`config.mk`:
```
export PLATFORM = sky130hd
export DESIGN_NAME = sgi_numer
export DESIGN_NICKNAME = d
export VERILOG_FILES = /design/src/rtl/core/sgi_pkg.sv /design/src/rtl/core/sgi_numer.sv
export SDC_FILE = /design/constraint.sdc
export NUM_CORES = 2
export LEC_CHECK = 0
export ABC_CLOCK_PERIOD_IN_PS = 17630
export BUFFER_PORTS_ARGS = -buffer_cell sky130_fd_sc_hd__clkbuf_2
export CAP_MARGIN = 20
export CORE_MARGIN = 8
export CORE_UTILIZATION = 63
export DETAILED_ROUTE_END_ITERATION = 6
export PLACE_DENSITY = 0.85
export SLEW_MARGIN = 40
export SYNTH_ARGS = -nofsm -noshare
export SYNTH_HDL_FRONTEND = slang
export SYNTH_SLANG_ARGS = --single-unit
```
`constraint.sdc`:
```
create_clock -name clk -period 17.63 [get_ports clk]
set_input_delay 0.8815 -clock clk [delete_from_list [all_inputs] [get_ports clk]]
set_output_delay 0.8815 -clock clk [all_outputs]
set_load 0.02 [all_outputs]
```
`src/rtl/core/sgi_pkg.sv`:
```
// ----------------------------------------------------------------------------
// sgi_pkg: shared constants and types of the segment pair intersection block
// widths of the item buses, stage counts and the flag group that rides along
// ----------------------------------------------------------------------------
package sgi_pkg;

  localparam int COORD_BITS_DEF = 16;
  localparam int FRAC_BITS_DEF  = 16;

  localparam int IN_W       = 16;
  localparam int N_IN       = 8;
  localparam int IN_DATA_W  = IN_W * N_IN;
  localparam int OUT_W      = 32;
  localparam int OUT_DATA_W = 72;

  // quotient bits kept by the divider, one above the output width
  localparam int QB = OUT_W + 1;

  localparam int FRONT_STG = 3;
  localparam int NUMER_STG = 4;
  localparam int DIV_STG   = QB + 3;
  localparam int PIPE_STG  = FRONT_STG + NUMER_STG + DIV_STG;
  localparam int SIDE_STG  = NUMER_STG + DIV_STG;

  localparam logic [OUT_W-1:0] OUT_MAX = {1'b0, {(OUT_W-1){1'b1}}};
  localparam logic [OUT_W-1:0] OUT_MIN = {1'b1, {(OUT_W-1){1'b0}}};

  typedef struct packed {
    logic hit;
    logic par;
  } flags_t;

endpackage

```
`src/rtl/core/sgi_numer.sv`:
```
// ----------------------------------------------------------------------------
// sgi_numer: crossing numerator for one axis, c*den + dc*num
// split partial products, combine, add, then sign and magnitude
// ----------------------------------------------------------------------------
module sgi_numer #(
  parameter int COORD_BITS = sgi_pkg::COORD_BITS_DEF
) (
  input  logic                              clk,
  input  logic                              en,
  input  logic signed [COORD_BITS-1:0]      c_i,
  input  logic signed [COORD_BITS:0]        dc_i,
  input  logic signed [2*COORD_BITS+2:0]    den_i,
  input  logic signed [2*COORD_BITS+2:0]    num_i,
  output logic [3*COORD_BITS+4:0]           mag_o,
  output logic                              neg_o,
  output logic [2*COORD_BITS+2:0]           dmag_o
);

  localparam int CB   = COORD_BITS;
  localparam int DW   = CB + 1;
  localparam int DENW = 2 * CB + 3;
  localparam int NXW  = 3 * CB + 5;
  localparam int SPL  = DENW / 2;
  localparam int HW   = DENW - SPL;
  localparam int AHW  = CB + HW;
  localparam int ALW  = CB + SPL + 1;
  localparam int BHW  = DW + HW;
  localparam int BLW  = DW + SPL + 1;

  // stage 1: partial products on split den and num
  logic signed [AHW-1:0]  pa_hi_r;
  logic signed [ALW-1:0]  pa_lo_r;
  logic signed [BHW-1:0]  pb_hi_r;
  logic signed [BLW-1:0]  pb_lo_r;
  logic signed [DENW-1:0] den1_r, den2_r;

  always_ff @(posedge clk) begin
    if (en) begin
      pa_hi_r <= AHW'(c_i) * AHW'($signed(den_i[DENW-1:SPL]));
      pa_lo_r <= ALW'(c_i) * ALW'($signed({1'b0, den_i[SPL-1:0]}));
      pb_hi_r <= BHW'(dc_i) * BHW'($signed(num_i[DENW-1:SPL]));
      pb_lo_r <= BLW'(dc_i) * BLW'($signed({1'b0, num_i[SPL-1:0]}));
      den1_r  <= den_i;
    end
  end

  // stage 2: rebuild the two products
  logic signed [NXW-1:0] pa_r, pb_r;

  always_ff @(posedge clk) begin
    if (en) begin
      pa_r   <= (NXW'(pa_hi_r) <<< SPL) + NXW'(pa_lo_r);
      pb_r   <= (NXW'(pb_hi_r) <<< SPL) + NXW'(pb_lo_r);
      den2_r <= den1_r;
    end
  end

  // stage 3: numerator sum
  logic signed [NXW-1:0] nsum_r;
  logic                  dneg_r;
  logic [DENW-1:0]       dmag3_r;

  always_ff @(posedge clk) begin
    if (en) begin
      nsum_r  <= pa_r + pb_r;
      dneg_r  <= den2_r[DENW-1];
      dmag3_r <= den2_r[DENW-1] ? DENW'(-den2_r) : DENW'(den2_r);
    end
  end

  // stage 4: magnitude and result sign
  always_ff @(posedge clk) begin
    if (en) begin
      mag_o  <= nsum_r[NXW-1] ? NXW'(-nsum_r) : NXW'(nsum_r);
      neg_o  <= nsum_r[NXW-1] ^ dneg_r;
      dmag_o <= dmag3_r;
    end
  end

endmodule

```
Yosys cells after proc, flatten, opt, wreduce, memory -nomap -nowiden. Cells that the tools add are included.

Muxes and demuxes: 2. Bitwise gates (word level): 1. Add/subtract/negate cells: 5. Multipliers: 4.

Operator list (count): $mul A17 B18 Y35 (2); $mul A16 B18 Y34 (2); $add A52 B35 Y53 (1); $add A53 B53 Y53 (1); $neg A53 Y53 (1); $add A51 B34 Y52 (1); $mux W52 (1); $neg A35 Y35 (1); $mux W34 (1); $xor A1 B1 Y1 (1).

Word-level logic and storage cells: 28. Bits in registers: 492. Input port bits: 105.

Longest topological paths before layout.
Word-level depth: 2. Depth in mapped cells: 26. Gate-level depth less buffers: 24.

Least setup slack after synthesis. OpenSTA, ideal clock, no wires.

Kind: input to register. From: input dc_i[8]. To: register pb_hi_r[33], data pin. Arrival time: 6.668 ns. Buffers on the path: 2. Required time: 17.371 ns. Slack: 10.703 ns. Cell stages on the path: 24. Path through: clkbuf_1 > clkbuf_1 > nand2_1 > fa_1 > inv_1 > fa_1 > inv_1 > fa_1 > inv_1 > fa_1 > fa_1 > inv_1 > fa_1 > inv_1 > ha_1 > o21ai_0 > a21oi_1 > or4_1 > o21ai_0 > o311a_1 > nor2_1 > o311a_1 > a41oi_1 > xnor2_1.

Cells in the longest elaborated chain, start to end: 1.

RTL lines: start, declared (RTL line sgi_numer.sv:11) `input logic signed [COORD_BITS:0] dc_i,`; $mul A17 B18 Y35 (RTL line sgi_numer.sv:41) `pb_hi_r <= BHW'(dc_i) * BHW'($signed(num_i[DENW-1:SPL]));`; end signal, assigned (RTL line sgi_numer.sv:41); end, declared (RTL line sgi_numer.sv:33) `logic signed [BHW-1:0] pb_hi_r;`.

No other way between the ends. A chain may end at the register's enable or synchronous reset.

Worst setup path in the final report.
From: input c_i[15]. To: register pa_lo_r[28], data pin.

Cells in the longest elaborated chain, start to end: 1.

RTL lines: start, declared (RTL line sgi_numer.sv:10) `input logic signed [COORD_BITS-1:0] c_i,`; $mul A16 B18 Y34 (RTL line sgi_numer.sv:40) `pa_lo_r <= ALW'(c_i) * ALW'($signed({1'b0, den_i[SPL-1:0]}));`; end signal, assigned (RTL line sgi_numer.sv:40); end, declared (RTL line sgi_numer.sv:32) `logic signed [ALW-1:0] pa_lo_r;`.

No other way between the ends.

==> results.md <==
* Number of synthesized flops with an enable pin at 491
* Routability congestion estimate from global placement at about 0.92
* Status: completed
* H-tree depth at 2
* Worst EP arrival at about 8 ns
* Synth Area in XOR/XNOR at 0.0432
* Slew Limit Fails at 0
* Commonest non-fill, non-tap cell in the layout: inv_1
* Final hold viol count at 0
* Post-synth top area cell: fa_1
* Max-cap violations at 0
* Netlist cell types at ~70
* Detailed-route via count at approximately 44000
* GRT Total Usage at 0.273
* Top FF cell, synth: edfxtp_1
* Worst slew pin tran at between 0.8 and 0.9 ns
* Worst setup SP type: primary input
* Synth Cell Area at between 0.06 and 0.07 mm²
* Synth Area in Adders at 0.435
* CTS tree: done
* Hold slack at 0.417 ns
* IO Count at approximately 190
* Clock tree buffer depth at 3
* Nets@finish at between 7000 and 8000
* Setup CP Type: primary input to flop
* Vias in the first global route at roughly 48000
* Initial Util at 0.635
* Tightest Hold Check Type: flop to flop
* Synth Register Bits at between 400 and 500
* DRC Markers at 0
* Die area at around 0.11 mm²
* Routing usage on met2 at 0.451
* Fin util at 0.673
* Met3 GRT Util at 0.0583
* R2R depth at 10
* Area Overhead vs Synth at 6.02%
* Mapped Nets at approximately 7900
* Synth Area in Simple Gates at 0.133
* Pin count of the biggest net entering global routing at 81
* Top cells by area, synth: fa_1, edfxtp_1, ha_1
* Setup TNS at 0 ns
* Maximum clock rate at between 100 and 150 MHz
* Crit. End Element: flop
* Slew HR at 0.413
* DP HPWL at around 120 mm
* Post-CTS Repair Setup Buffers at 0
* Met1 Usage GRT at 0.354
* Worst Path Max Fanout at 18
* Mean Syn Cell Area at ~10 µm²
* Post-synthesis compound-gate area fraction at 0.0715
* Critical path's slowest cell: a21boi_0
* Critical Path Most Common Cell: fa_1
* Port Buffers at between 150 and 200
* Area share of the leading cell type in the synthesized netlist at 0.327
* DIE WIDTH at roughly 330 µm
* # setup viols final at 0
* Multiplexer area fraction after synthesis at 0.000158
* Post-CTS Resized at 0
* Core Area at 0.0999 mm²
* CTS Hold Bufs at 0
* Clk sinks at 491
* Final Skew at between 0.06 and 0.07 ns
* Rows at between 100 and 150
* Required @ worst endpoint at ~18 ns
* Share of layout cells above drive strength 1 at 0.0496
* Sequential share of the synthesized area at 0.233
* Synth warn at 0
* Drt initial violations at ~3700
* Async S/R FF share, synth at 0
* Largest family of logic cells by synthesized area: adder cells
* Clock Latency Late Sink at between 0.6 and 0.7 ns
* Crit-path max cell delay at between 0.6 and 0.7 ns
* CP cell instances: clkbuf_2, clkinv_1, buf_4, nor2_1, fa_1, fa_1, fa_1, fa_1, fa_1, inv_1, fa_1, inv_1, ha_1, a21o_1, a21o_1, a21oi_1, a21boi_0, a21boi_0, o211a_1, nor2_1, xnor2_1
* Clk root buf: clkbuf_16
* Antenna-violating nets left at 0
* Clk pin slew, worst setup/hold paths at 0.06 ns
* Cell count after synthesis at slightly above 6000
* Final Cycle Share at 0.438
* GR peak layer: met2
* Total gr overflow at 0
* First-pass GRT wire length at 246 mm
* DR vias/cell at ~6
* Hold depth at 0
* Commonest non-fill, non-tap cells in the layout: inv_1, fa_1, nand2_1, and2_1, ha_1
* Unrepaired setup endpoints after global routing: false
* Number of antenna violations at the first check in global routing at 24
* Chip height at around 330 µm
* Final WL at 150 mm
* Pre-Repair DR Iteration Count at 5
* Cts bufs inserted at 52
* Final Critical Period at between 7 and 8 ns
* WL/cell at around 20 µm
==> state kept, by name, summed over array words and instances (netlist names) <==
name	cells
den1_r	35
pa_r	52
pb_r	53
den2_r	35
mag_o	53
nsum_r	53
pa_lo_r	34
dmag_o	35
dneg_r	1
pb_lo_r	35
neg_o	1
pb_hi_r	35
pa_hi_r	34
dmag3_r	35
==> final cells by class <==
cell class              count  area [µm²]
inverters                1210        4540
multi-input cells        4279       43300
flip-flops and latches    491       14700
clock buffers              65        1350
diodes                      9        22.5
well taps                1298        1620
fillers                  7193       32700
repair buffers            214        1230
clock inverters            28         362
==> through the flow <==
step / setup WS, ns / cells / instance area, µm²
6_report: 9.91 / 7594 / 67200
5_1_grt: 9.80 / 7587 / 67200
4_1_cts: 10.14 / 7582 / 67100
3_5_place_dp: 9.53 / 7489 / 65400
3_3_place_gp: 9.46 / 7486 / 65300
2_1_floorplan: 10.70 / 6186 / 63400
==> synth_stat cells (6+ instances only) <==
cell type,n
nand2_1,654
o21a_1,33
o21ai_1,11
xnor2_1,262
or3_1,22
nand3_1,32
inv_1,1209
clkbuf_1,202
a211o_1,6
a2111oi_0,9
or4_1,15
a31oi_1,19
nand2b_1,64
nor2_1,180
o21bai_1,38
a221oi_1,6
ha_1,548
o31ai_1,32
fa_1,1036
and2_1,572
a211oi_1,28
edfxtp_1,491
a41oi_1,6
a21boi_0,11
and3_1,16
a21o_1,90
nand4_1,21
o41ai_1,12
a21oi_1,195
nor3_1,33
o311ai_0,7
nor4_1,9
xor2_1,51
or2_2,9
o21ai_0,140
o211ai_1,13
nor2b_1,19
==> critical path: cells and delay by family <==
| family | cells | cell delay, ns |
|---|---|---|
| adders and majority gates | 7 | 3.16 |
| AOI/OAI and AO/OA | 6 | 1.80 |
| buffers and inverters | 5 | 1.36 |
| xor gates and xnor gates | 1 | 0.56 |
| and+or+nand+nor | 2 | 0.22 |
==> routing by layer <==
layer,vias up,share of wire,routed length [µm]
met3,477,0.098,14700
met2,2149,0.47,70200
met5,-,0.00061,91
met1,22052,0.39,58200
met4,12,0.043,6480
li1,19680,-,-
==> worst paths after layout <==
path / startpoint / endpoint / slack [ns]
setup / recovery: c_i[15] / pa_lo_r[28]$_DFFE_PP_ / 9.91
hold / removal: den1_r[13]$_DFFE_PP_ / den2_r[13]$_DFFE_PP_ / 0.42
setup reg to reg: nsum_r[4]$_DFFE_PP_ / mag_o[43]$_DFFE_PP_ / 13.11
hold reg to reg: den1_r[13]$_DFFE_PP_ / den2_r[13]$_DFFE_PP_ / 0.42
==> kinds of logic after synthesis <==
kind of cell	Yosys count
xor+xnor	313
fa+ha+maj	1584
mux	1
buf+inv	1416
compound gates	702
simple gates	1679
flops	491
Power is left out: the tool's default activity adds up to more than one toggle a clock period on the data nets, which glitch-free logic cannot reach.
